**src/hdl/rcpf_pkg.sv**
```systemverilog
package rcpf_pkg;

   typedef struct packed {
      logic signed [31:0] pos_x;
      logic signed [31:0] pos_y;
   } req_type;

   typedef struct packed {
      logic signed [31:0] acc_x;
      logic signed [31:0] acc_y;
      logic               saturated;
   } rsp_type;

   // Per-item sideband that rides along the whole pipeline.
   typedef struct packed {
      logic        nx;
      logic        ny;
      logic [31:0] ax;
      logic [31:0] ay;
   } side_type;

   typedef struct packed {
      logic [63:0] rem;
      logic [63:0] root;
   } sqrt_type;

   // Two log lanes: the radius of the item and the turnover radius.
   typedef struct packed {
      logic [31:0] m_pos;
      logic [20:0] l_pos;
      logic [31:0] m_ref;
      logic [20:0] l_ref;
   } log_type;

   typedef struct packed {
      logic [31:0]       p;
      logic [15:0]       fr;
      logic signed [9:0] n;
   } exp_type;

   typedef struct packed {
      logic [60:0] rem;
      logic [63:0] den;
      logic [30:0] q;
      logic        gzero;
   } div_type;

   localparam int SQRT_STEPS = 32;
   localparam int LOG_STEPS  = 16;
   localparam int EXP_STEPS  = 16;
   localparam int DIV_STEPS  = 31;

   localparam logic [1:0] REG_RADIUS   = 2'd0;
   localparam logic [1:0] REG_SPEED    = 2'd1;
   localparam logic [1:0] REG_EXPONENT = 2'd2;

   localparam logic [30:0] RADIUS_RESET   = 31'd1048576;
   localparam logic [30:0] SPEED_RESET    = 31'd1048576;
   localparam logic [15:0] EXPONENT_RESET = 16'd6144;

   function automatic logic [63:0] isqrt64(input logic [63:0] v);
      logic [63:0] res;
      logic [63:0] rem;
      logic [63:0] bits;
      res = 64'd0;
      rem = v;
      for (int i = 0; i < 32; i++) begin
         bits = 64'd1 << (62 - 2 * i);
         if (rem >= res + bits) begin
            rem = rem - (res + bits);
            res = (res >> 1) + bits;
         end else begin
            res = res >> 1;
         end
      end
      return res;
   endfunction

   // Coefficient 2^(2^(k-16)) in Q30, formed by repeated square roots.
   function automatic logic [30:0] exp_coef(input int unsigned k);
      logic [63:0] c;
      c = isqrt64(64'd1 << 61);
      for (int j = 15; j > int'(k); j--) begin
         c = isqrt64(c << 30);
      end
      return c[30:0];
   endfunction

   function automatic logic [4:0] msb_index(input logic [31:0] u);
      logic [4:0] e;
      e = 5'd0;
      for (int i = 0; i < 32; i++) begin
         if (u[i]) begin
            e = 5'(i);
         end
      end
      return e;
   endfunction

endpackage

```
**src/hdl/rcpf_exp_cell.sv**
```systemverilog
module rcpf_exp_cell #(
   parameter int unsigned STEP = 0
) (
   input  logic               clock,
   input  logic               reset,
   input  logic               advance,
   input  logic               up_valid,
   input  rcpf_pkg::side_type up_side,
   input  rcpf_pkg::exp_type  up_data,
   output logic               dn_valid,
   output rcpf_pkg::side_type dn_side,
   output rcpf_pkg::exp_type  dn_data
);

   localparam int unsigned FR_BIT = 15 - STEP;
   localparam logic [30:0] COEF   = rcpf_pkg::exp_coef(FR_BIT);

   logic               valid_ff;
   rcpf_pkg::side_type side_ff;
   rcpf_pkg::exp_type  data_ff;
   rcpf_pkg::exp_type  data_in;
   logic [63:0]        prod;

   always_comb begin
      data_in = up_data;
      prod    = 64'(up_data.p) * 64'(COEF);
      if (up_data.fr[FR_BIT]) begin
         data_in.p = prod[61:30];
      end
   end

   always_ff @(posedge clock) begin
      if (reset) begin
         valid_ff <= 1'b0;
      end else if (advance) begin
         valid_ff <= up_valid;
      end
      if (advance) begin
         side_ff <= up_side;
         data_ff <= data_in;
      end
   end

   assign dn_valid = valid_ff;
   assign dn_side  = side_ff;
   assign dn_data  = data_ff;

endmodule

```
**config.mk**
```make
export PLATFORM = sky130hd
export DESIGN_NAME = rcpf_exp_cell
export DESIGN_NICKNAME = d
export VERILOG_FILES = /design/src/hdl/rcpf_pkg.sv /design/src/hdl/rcpf_exp_cell.sv
export SDC_FILE = /design/constraint.sdc
export NUM_CORES = 1
export LEC_CHECK = 0
export ABC_AREA = 1
export BUFFER_PORTS_ARGS = -buffer_cell sky130_fd_sc_hd__buf_2
export CORE_MARGIN = 10
export CORE_UTILIZATION = 50
export DETAILED_ROUTE_END_ITERATION = 12
export GPL_ROUTABILITY_DRIVEN = 0
export PLACE_DENSITY = 0.73
export SETUP_SLACK_MARGIN = 0.3
export SYNTH_ARGS = -nofsm -noshare
export SYNTH_HDL_FRONTEND = slang
export SYNTH_SLANG_ARGS = --single-unit
export TNS_END_PERCENT = 10
```
**constraint.sdc**
```tcl
create_clock -name clock -period 21.2 [get_ports clock]
set_input_delay 4.24 -clock clock [delete_from_list [all_inputs] [get_ports clock]]
set_output_delay 4.24 -clock clock [all_outputs]
set_load 0.02 [all_outputs]
```
# Word level (Yosys, flattened, before mapping)
# Cells that the tools add are included.
[totals] ff_bits=125 latchBits=0 ramBits=0 romBits=0 out_inout_bits=125 word_cells=10 n_memories=0
[op_classes] add_sub_neg=0 mul=1 div_mod_pow=0 magnitude_cmp=0 n_eq_ne=0 shift=0 n_mux=1 bitwise=0 n_reduce_logical=0
[op_table] operator="32-bit by 31-bit multiplier with 62-bit output (second input constant)" count=1
[op_table] operator="32-bit 2-to-1 mux" count=1

# Logic depth before layout (Yosys ltp)
# Gate-level depths: netlist (run 1).
[depth] word_depth=2 mapped_depth=30

# Worst setup path after synthesis (run 1)
# OpenSTA, ideal clock, no wires.
[synth_path] kind="input to register" from="in up_data[45] (netlist bit)" to="reg data_ff, in the netlist dn_data[52] (data pin)" setup_time_ns=0.253 arrival_ns=9.473 t_required_ns=20.947 slack_ns=11.474 path_stages=25 n_path_buf=0 cell_sequence="ha_1 fa_1 inv_1 fa_1 inv_1 fa_1 inv_1 fa_1 inv_1 fa_1 fa_1 inv_1 fa_1 inv_1 ha_1 a21oi_1 inv_1 a21oi_1 o21ai_2 nand2_1 nand2_1 a21oi_1 nand3_1 nand3_1 nand2_1"
[synth_rtl] element="start: declaration" line_no="rcpf_exp_cell.sv:9" source="input rcpf_pkg::exp_type up_data,"
[synth_rtl] element="end signal: assignment" line_no="rcpf_exp_cell.sv:40" source="data_ff <= data_in;"
[synth_rtl] element="end: declaration" line_no="rcpf_exp_cell.sv:20" source="rcpf_pkg::exp_type data_ff;"

==> metrics.md, run 1 <==
| Metric | Value |
|---|---|
| Hold WS | 0.4928 ns |
| Setup crit end | dn_data[28] |
| Number of DRC markers in iteration 0 | ~1,200 |
| Netlist cell types | 35 |
| Max-slew violations | 0 |
| H-Tree Depth | 4 |
| Number of synthesized register bits | 125 |
| Period utilisation layout | 0.4947 |
| Final Skew | 0 ns |
| Post-CTS sizing | 0 |
| Post-detail-place hpwl | approximately 56,000 µm |
| Post-synthesis cell area | between 20,000 and 25,000 µm² |
| # nets final | 3,667 |
| Hold Crit Class | flip-flop to flip-flop |
| Clock transition at path regs | 0.06 ns |
| Final setup TNS | 0 ns |
| Input/output buffers | 252 |
| Drt total wl | 64,730 µm |
| Vias in the first global route | 18,760 |
| R2r worst-path depth | 2 |
| Reg2reg setup slack | 20.62 ns |
| Clock latency on the worst-skew pair | 0.42 ns |
| Die area | approximately 54,000 µm² |
| Antenna cells | 0 |
| Die X | 233.0 µm |
| GRT Util Overall | 0.2411 |
| CTS tree | yes |
| Status | finished clean |
| First drt pass iteration count | 7 |
| Post-Syn Instances | 2,520 |
| Initial antenna violation count | 0 |
| CP Launch Type | input port |
| Crit end category | flip-flop |
| Pin count of the biggest net entering global routing | 83 |
| Share of cells above drive strength 1 | 0.1225 |
| Most common cell after layout, fill and taps aside | inv_1 |
| Fillers | ~4,000 |
| CTS Sinks | around 130 |
| Global-route wire length before repair | 101,000 µm |
| Num CTS Buffers | 17 |
| Syn. warnings | 0 |
| Std-Cell Core Area | 44,510 µm² |
| Die height | ~230 µm |
| CP startpoint | up_data[45] |
| Worst slew margin | 0.3114 |
| Unrepaired setup endpoints after global routing | no |
| Hold Fails Final Rpt | 0 |
| Seq/Total Area, Yosys | 0.1650 |
| Avg Vias per Cell | 5.135 |
| Post-CTS Hold Buffers | 0 |
| Slew @ Worst Pin | 1.033 ns |
| Vias | about 17,000 |
| Syn avg cell area | 9.003 µm² |
| Setup Fix Bufs, Post-CTS | 0 |
| Clock Tree Buf Depth | 2 |
| CP Data Arrival Time | around 11 ns |
| Setup Viol. Count Final | 0 |
| Maxcap violations | 0 |
| Antenna viol nets, final | 0 |
| Required @ worst endpoint | 21.35 ns |
| Syn_nets | 3,400 |
| Gr ovfl total | 0 |
| Crit-path max FO | 10 |
| Most frequent cells in the layout | inv_1, nand2_1, ha_1 |
| Minimum clock period | approximately 10 ns |
| Fmax | 95.36 MHz |
| RR Startpoint | dn_valid |
| Cells on Worst Hold Path | 2 |
| DRC | 0 |
| Initial Utilization | 0.5097 |
| Worst setup path class | input port to flip-flop |
| Num rows | 77 |
| Worst reg2reg path endpoint | dn_valid |
| Area delta synth->final | 11.43% |
| # IOs | about 250 |
| Routed len/inst | 19.08 µm |
| Clock tree root driver cell | clkbuf_16 |
flip-flops by register name (all words and copies together), names as in the netlist:
signal / count
dn_data: 58
dn_side: 66
dn_valid: 1
worst min-delay path by stage:
stage             start  endpoint  slack [ns]
4_1_cts        dn_valid  dn_valid        0.49
2_1_floorplan  dn_valid  dn_valid        0.58
3_5_place_dp   dn_valid  dn_valid        0.48
6_report       dn_valid  dn_valid        0.49
3_3_place_gp   dn_valid  dn_valid        0.47
5_1_grt        dn_valid  dn_valid        0.51
kinds of logic (layout without fill, tap and decap cells):
group | after synthesis | in the layout | synth area share
AOI/OAI and AO/OA | 133 | 133 | 0.03271
xor gates and xnor gates | 49 | 49 | 0.01892
adders and majority gates | 752 | 752 | 0.5246
buffers and inverters | 769 | 1049 | 0.1273
muxes | 1 | 1 | 0.0004412
and+or+nand+nor | 691 | 691 | 0.1310
DFF | 125 | 125 | 0.1650
Yosys cell counts (all sizes together):
cell,number,share of area
a21boi,1,0.00033
a21o,16,0.0053
a21oi,68,0.015
and2,1,0.00028
buf,3,0.00061
clkbuf,3,0.00050
clkinv,1,0.00017
dfxtp,1,0.00088
edfxtp,124,0.16
fa,332,0.29
ha,420,0.23
inv,762,0.13
mux2i,1,0.00044
nand2,477,0.081
nand2b,1,0.00028
nand3,73,0.016
nand3b,10,0.0033
nand4,13,0.0036
nor2,97,0.019
nor3,16,0.0060
nor4,3,0.0015
o21ai,36,0.0081
o21bai,12,0.0040
xnor2,15,0.0058
xor2,34,0.013
final cells by class:
type / instances / area, µm² / area share
Clock buffer: 17 / 425.4 / 0.01683
Clock inverter: 15 / 173.9 / 0.006879
Inverter: 763 / 2864 / 0.1133
Multi-Input combinational cell: 1626 / 16050 / 0.6350
Sequential cell: 125 / 3744 / 0.1481
Tap cell: 592 / 740.7 / 0.02930
Timing Repair Buffer: 254 / 1279 / 0.05058
per-stage QoR:
stage	instances	util	cell area, µm²	worst slack (ns)
3_5_place_dp	3360	0.5545	24680	10.36
3_3_place_gp	3360	0.5545	24680	10.43
2_1_floorplan	2520	-	22690	11.47
6_report	3392	0.5680	25280	10.71
5_1_grt	3392	0.5680	25280	10.49
4_1_cts	3392	0.5680	25280	10.81
metal layers:
metal  track usage  wire [µm]  up-vias  part of all wire
li1              -          -     8179                 -
met1        0.3099      26660     8363              0.41
met2        0.4011      29950      744              0.46
met3       0.04040       5640      133             0.087
met4       0.09150       2478        0             0.038
met5             0          0        -                 0
worst max-delay path, cell delays in order:
cell,delay [ns]
buf_2,0.46
ha_1,0.42
fa_1,0.53
inv_1,0.05
fa_1,0.52
inv_1,0.05
fa_1,0.49
inv_1,0.05
fa_1,0.53
inv_1,0.05
fa_1,0.45
fa_1,0.49
inv_1,0.05
fa_1,0.49
inv_1,0.05
ha_1,0.38
a21oi_1,0.24
inv_1,0.07
a21oi_1,0.16
o21ai_2,0.11
a21oi_1,0.15
nand2_1,0.08
xnor2_1,0.39
o21ai_1,0.12
Power of run 1 is not shown: default switching activity piles up to over one toggle a cycle in this logic, so the estimate is an artifact.
==> run 2, diff against run 1 <==
--- a/config.mk
+++ b/config.mk
@@ -5,7 +5,7 @@
 export SDC_FILE = /design/constraint.sdc
 export NUM_CORES = 1
 export LEC_CHECK = 0
-export ABC_AREA = 1
+export ABC_AREA = 0
 export BUFFER_PORTS_ARGS = -buffer_cell sky130_fd_sc_hd__buf_2
 export CORE_MARGIN = 10
 export CORE_UTILIZATION = 50
==> constraint.sdc (replaced) <==
create_clock -name clock -period 10.7 [get_ports clock]
set_input_delay 2.14 -clock clock [delete_from_list [all_inputs] [get_ports clock]]
set_output_delay 2.14 -clock clock [all_outputs]
set_load 0.02 [all_outputs]
==> run 2 against run 1 <==
Final area down 7.7%. Register-to-register slack worse by 11 ns. Cell count shrank 20%. Highest routed layer is now met5. Global-route usage fell by 2.0 points.
==> metrics.md, run 2 <==
| Metric | Value |
|---|---|
| Status | finished clean (unchanged) |
| Number of synthesized register bits | 125 (unchanged) |
| Met1 Use GR | 0.2957 (was 0.3099) |
| Most common cell after layout, fill and taps aside | inv_1 (unchanged) |
| Fmax | about 110 MHz |
| Clock transition at path regs | 0.06 ns (about the same) |
| Syn avg cell area | 10.87 µm² (was 9.003 µm²) |
| Global routing usage on met2 | 0.3526 (was 0.4011) |
| DRC | 0 (unchanged) |
| # nets final | 3,053 (was 3,667) |
| Clock latency on the worst-skew pair | 0.41 ns (was 0.42 ns) |
| Area delta synth->final | 11.75% (was 11.43%) |
| Number of DRC markers in iteration 0 | 898 (was 1,233) |
| Die height | 224.4 µm (was 233.0 µm) |
| First drt pass iteration count | 5 (was 7) |
| GRT Util Overall | 0.2215 (was 0.2411) |
| Async set-reset flop share out of synthesis | 0 (unchanged) |
| Most frequent cell after synthesis | inv_1 (unchanged) |
| CP Launch Type | input port (unchanged) |
| Cells on Worst Hold Path | 2 (unchanged) |
| Slew @ Worst Pin | 0.8765 ns (was 1.033 ns) |
| Antenna viol nets, final | 0 (unchanged) |
| Post-detail-place hpwl | 46,710 µm (was 55,750 µm) |
| Post-synth top flop | edfxtp_1 (unchanged) |
| Max-slew violations | 0 (unchanged) |
| Setup Fix Bufs, Post-CTS | 0 (unchanged) |
| Maxcap violations | 0 (unchanged) |
| Period utilisation layout | 0.8510 |
| Post-CTS sizing | 0 (unchanged) |
| Share of Yosys cell area claimed by the top area cell type | 0.3182 (was 0.2930) |
| # IOs | 253 (unchanged) |
| Hold WS | 0.4982 ns (was 0.4928 ns) |
| Area leader, netlist | fa_1 (unchanged) |
| GR Layer Usage met3 | 0.05413 (was 0.04040) |
| Num CTS Buffers | 17 (unchanged) |
| Final Skew | 0 ns (unchanged) |
| CP Data Arrival Time | 9.35 ns (was 10.64 ns) |
| Unrepaired setup endpoints after global routing | no (unchanged) |
| Hold Fails Final Rpt | 0 (unchanged) |
| Post-Syn Instances | 1,922 (was 2,520) |
| Fillers | 3,468 (was 3,973) |
| Clock Tree Buf Depth | 2 (unchanged) |
| Hold Crit Class | flip-flop to flip-flop (unchanged) |
| R2r worst-path depth | 2 (unchanged) |
| CTS Sinks | 125 (unchanged) |
| Global-route wire length before repair | 86,830 µm (was 101,000 µm) |
| Share of cells above drive strength 1 | 0.1436 (was 0.1225) |
| H-Tree Depth | 4 (unchanged) |
| Post-synth EDFFs | 124 (unchanged) |
| Gr ovfl total | 0 (unchanged) |
| Input/output buffers | 252 (unchanged) |
| Post-synthesis cell area | 20,890 µm² (was 22,690 µm²) |
| Netlist cell types | 60 (was 35) |
| Seq/Total Area, Yosys | 0.1792 (was 0.1650) |
| Post-CTS Hold Buffers | 0 (unchanged) |
| Die area | 50,350 µm² (was 54,290 µm²) |
| Initial antenna violation count | 2 (was 0) |
| GR peak layer | met2 (unchanged) |
| Vias | 14,430 (was 17,420) |
| Std-Cell Core Area | 41,110 µm² (was 44,510 µm²) |
| Clock tree root driver cell | clkbuf_16 (unchanged) |
| Syn. warnings | 0 (unchanged) |
| Num rows | 74 (was 77) |
| Final setup TNS | 0 ns (unchanged) |
| Worst setup path class | input port to flip-flop (unchanged) |
| Setup Viol. Count Final | 0 (unchanged) |
| CTS tree | yes (unchanged) |
| Drt total wl | 54,970 µm (was 64,730 µm) |
| Top post-synthesis cells by count | inv_1, ha_1, fa_1, edfxtp_1, a21oi_1 (was inv_1, nand2_1, ha_1, fa_1, edfxtp_1) |
| Vias in the first global route | 15,740 (was 18,760) |
| Syn_nets | 2,802 (was 3,400) |
| Most frequent cells in the layout | inv_1, ha_1, fa_1 (was inv_1, nand2_1, ha_1) |
| Antenna cells | 0 (unchanged) |
| Worst slew margin | 0.4156 (was 0.3114) |
| Required @ worst endpoint | 10.94 ns (was 21.35 ns) |
| Pin count of the biggest net entering global routing | 72 (was 83) |
| Crit end category | flip-flop (unchanged) |
| Crit-path max FO | 10 (unchanged) |
| Area contributors post-synth | fa_1, ha_1, edfxtp_1, inv_1, xor2_1 (was fa_1, ha_1, edfxtp_1, inv_1, nand2_1) |
| Initial Utilization | 0.5081 (was 0.5097) |
| Routed len/inst | 20.22 µm (was 19.08 µm) |
| Avg Vias per Cell | 5.309 (was 5.135) |
| Minimum clock period | 9.105 ns |
| Max reg flops | 66 (unchanged) |
| Die X | 224.4 µm (was 233.0 µm) |
run 2: changes by cell type after synthesis, sizes merged, moves of 25 or more:
cell   change
a21o      +25
inv      -204
nand2    -424
nand3     -62
nor2      -69
run 2: logic make-up after synthesis:
kind of cell / count (synthesis) / synth area share
adder cells (fa/ha/maj): 752 / 0.5698
buffers and inverters: 580 / 0.1043
AO/OA/AOI/OAI: 202 / 0.06446
AND/OR/NAND/NOR: 175 / 0.04295
flip-flops: 125 / 0.1792
XOR/XNOR: 68 / 0.02851
multiplexers: 20 / 0.01072
run 2: metal layers:
metal / vias to the layer above / share of wire
met4: 4 / 0.028
met3: 87 / 0.085
met2: 586 / 0.45
li1: 6656 / -
met1: 7098 / 0.44
met5: - / 0.00044
run 2: stage by stage:
| step | setup slack, ns | cell area (µm²) | util | cells |
|---|---|---|---|---|
| 6_report | 1.595 | 23340 | 0.5678 | 2718 |
| 5_1_grt | 1.281 | 23340 | 0.5678 | 2718 |
| 4_1_cts | 1.685 | 23340 | 0.5678 | 2718 |
| 3_5_place_dp | 1.252 | 22740 | 0.5532 | 2686 |
| 3_3_place_gp | 1.407 | 22740 | 0.5532 | 2686 |
| 2_1_floorplan | 2.324 | 20890 | - | 1922 |
run 2: critical path, stage by stage:
cell and delay (ns):
buf_2 0.38, ha_1 0.39, fa_1 0.53, inv_1 0.06, fa_1 0.52, inv_1 0.05
fa_1 0.49, fa_1 0.58, fa_1 0.43, fa_1 0.54, inv_1 0.06, fa_1 0.47
inv_1 0.04, ha_1 0.32, nand3_1 0.20, nor2_1 0.23, nand4_1 0.18, o311ai_1 0.42
o21bai_1 0.17, a21oi_1 0.33, o21ai_0 0.24, or4_1 0.44, o2111ai_1 0.11
run 2: worst paths after layout:
check	startpoint	to	slack, ns
setup / recovery	up_data[44]	dn_data[56]	1.59
hold reg to reg	dn_valid	dn_valid	0.50
hold / removal	dn_valid	dn_valid	0.50
setup reg to reg	dn_valid	dn_valid	10.12
run 2: layout make-up:
class | count | area, µm² | area share
flip-flops and latches | 125 | 3744 | 0.1604
multi-input cells | 1217 | 14960 | 0.6411
clock buffers | 17 | 425.4 | 0.01823
clock inverters | 15 | 172.7 | 0.007398
well taps | 532 | 665.6 | 0.02852
repair buffers | 253 | 1271 | 0.05446
inverters | 559 | 2098 | 0.08990
Power of run 2 is left out for the same reason.
==> run 3, diff against run 2 <==
--- a/config.mk
+++ b/config.mk
@@ -8,10 +8,10 @@
 export ABC_AREA = 0
 export BUFFER_PORTS_ARGS = -buffer_cell sky130_fd_sc_hd__buf_2
 export CORE_MARGIN = 10
-export CORE_UTILIZATION = 50
+export CORE_UTILIZATION = 45
 export DETAILED_ROUTE_END_ITERATION = 12
 export GPL_ROUTABILITY_DRIVEN = 0
-export PLACE_DENSITY = 0.73
+export PLACE_DENSITY = 0.67
 export SETUP_SLACK_MARGIN = 0.3
 export SYNTH_ARGS = -nofsm -noshare
 export SYNTH_HDL_FRONTEND = slang
==> run 3 against run 2 <==
Die area increased by 10%. Clock skew did not move. Register-to-register slack worse by 0.04 ns. Worst setup slack improved by 0.022 ns. Utilization down 5.5 points. Routed wire length is 1.2% higher. Largest cell class unchanged.
==> metrics.md, run 3 (synthesis gave the netlist of run 2 again) <==
| Metric | Value |
|---|---|
| Status | finished clean (unchanged) |
| Number of DRC markers in iteration 0 | 819 (was 898) |
| Die area | 55,430 µm² (was 50,350 µm²) |
| Slew @ Worst Pin | 0.8113 ns (was 0.8765 ns) |
| Area delta synth->final | 12.03% (was 11.75%) |
| Clock Tree Buf Depth | 2 (unchanged) |
| Vias | 14,450 (was 14,430) |
| Antenna viol nets, final | 0 (unchanged) |
| Die X | 235.4 µm (was 224.4 µm) |
| Crit end category | flip-flop (unchanged) |
| Fillers | 4,116 (was 3,468) |
| Clock tree root driver cell | clkbuf_16 (unchanged) |
| Hold Fails Final Rpt | 0 (unchanged) |
| Final setup TNS | 0 ns (unchanged) |
| Post-CTS sizing | 0 (unchanged) |
| CP max stage delay | 0.54 ns (was 0.58 ns) |
| Hold Crit Class | flip-flop to flip-flop (unchanged) |
| First drt pass iteration count | 5 (unchanged) |
| Num CTS Buffers | 17 (unchanged) |
| Worst setup path class | input port to flip-flop (unchanged) |
| Unrepaired setup endpoints after global routing | no (unchanged) |
| CTS tree | yes (unchanged) |
| Pin count of the biggest net entering global routing | 67 (was 72) |
| Clock transition at path regs | 0.06 ns (about the same) |
| CP top delay family | adder cells (unchanged) |
| Clock latency on the worst-skew pair | 0.41 ns (about the same) |
| Final Skew | 0 ns (unchanged) |
| Share of cells above drive strength 1 | 0.1432 (was 0.1436) |
| CP Launch Type | input port (unchanged) |
| Fmax | 110.1 MHz (was 109.8 MHz) |
| Post-detail-place hpwl | 47,420 µm (was 46,710 µm) |
| Most frequent CP cell | fa_1 (unchanged) |
| Most frequent cells in the layout | inv_1, ha_1, fa_1 (unchanged) |
| Worst slack, placed | 1.292 ns (was 1.252 ns) |
| Avg Vias per Cell | 5.186 (was 5.309) |
| Maxcap violations | 0 (unchanged) |
| # nets final | 3,054 (was 3,053) |
| Most common cell after layout, fill and taps aside | inv_1 (unchanged) |
| Area after DPL | 22,840 µm² (was 22,740 µm²) |
| Setup Viol. Count Final | 0 (unchanged) |
| Required @ worst endpoint | 10.87 ns (was 10.94 ns) |
| Final instance area | 23,400 µm² (was 23,340 µm²) |
| Area of the multi-input gates | 14,960 µm² (unchanged) |
| Max reg flops | 66 (unchanged) |
| Num rows | 78 (was 74) |
| # IOs | 253 (unchanged) |
| CP Data Arrival Time | 9.25 ns (was 9.35 ns) |
| WP buf/inv | 7 (was 5) |
| Vias in the first global route | 15,760 (was 15,740) |
| Post-CTS Hold Buffers | 0 (unchanged) |
| Gr ovfl total | 0 (unchanged) |
| DRC | 0 (unchanged) |
| CTS Sinks | 125 (unchanged) |
| Input/output buffers | 252 (unchanged) |
| H-Tree Depth | 4 (unchanged) |
| Initial antenna violation count | 3 (was 2) |
| Crit-path max FO | 10 (unchanged) |
| Reg area | 3744 µm² (unchanged) |
| Initial Utilization | 0.4573 (was 0.5081) |
| Routed len/inst | 19.96 µm (was 20.22 µm) |
| Worst Slack Setup Final | 1.617 ns (was 1.595 ns) |
| Period utilisation layout | 0.8489 (was 0.8510) |
| Max-slew violations | 0 (unchanged) |
| Setup Fix Bufs, Post-CTS | 0 (unchanged) |
| Minimum clock period | 9.083 ns (was 9.105 ns) |
| Drt total wl | 55,630 µm (was 54,970 µm) |
| Worst slew margin | 0.4591 (was 0.4156) |
| Critical path's slowest cell | fa_1 (unchanged) |
| Global-route wire length before repair | 88,870 µm (was 86,830 µm) |
| Std-Cell Core Area | 45,670 µm² (was 41,110 µm²) |
| Die height | 235.4 µm (was 224.4 µm) |
| GRT Util Overall | 0.2026 (was 0.2215) |
[run 3: changes by cell type in the layout (fill, tap and decap cells not counted)]
cell	previous run	this run
inv_8	2	1
diode_2	0	1
clkinv_1	1	2
inv_6	7	5
bufinv_16	2	1
clkinv_4	1	3
buf_4	2	3
[run 3: layout make-up]
class,count,area share
timing repair buffer,254,0.05465
antenna,1,0.0001069
clock inverter,14,0.005775
inverter,559,0.08967
clock buffer,17,0.01818
sequential,125,0.1600
multi-input combinational,1217,0.6395
tap,600,0.03208
[run 3: path summary, 6_finish.rpt]
path               start          end  slack (ns)  cells after the start
max          up_data[51]  dn_data[45]        1.62                     25
min             dn_valid     dn_valid        0.53                      2
max reg2reg     dn_valid     dn_valid       10.08                      2
min reg2reg     dn_valid     dn_valid        0.53                      2
[run 3: routing by layer]
layer  part of all wire  track usage  vias to the layer above  wire length (µm)
li1                   -            -                     6658                 -
met1               0.45       0.2754                     7119             25270
met4              0.027      0.05830                        4              1512
met3              0.071      0.04255                       99              3967
met5            0.00056            0                        -                31
met2               0.45       0.3206                      572             24840
[run 3: through the flow]
step	hold WS [ns]	util	instances
finish	0.5260	0.5123	2787
global route	0.5879	0.5123	2787
CTS	0.5325	0.5122	2786
detailed placement	0.5188	0.5000	2755
global placement	0.4734	0.5000	2755
floorplan	0.5788	-	1922
[run 3: worst register-to-register path, cell delays in order (launching register included)]
cell	delay, ns
dfxtp_1	0.31
mux2i_1	0.15
nor2_1	0.05
Power of run 3 is left out for the same reason.
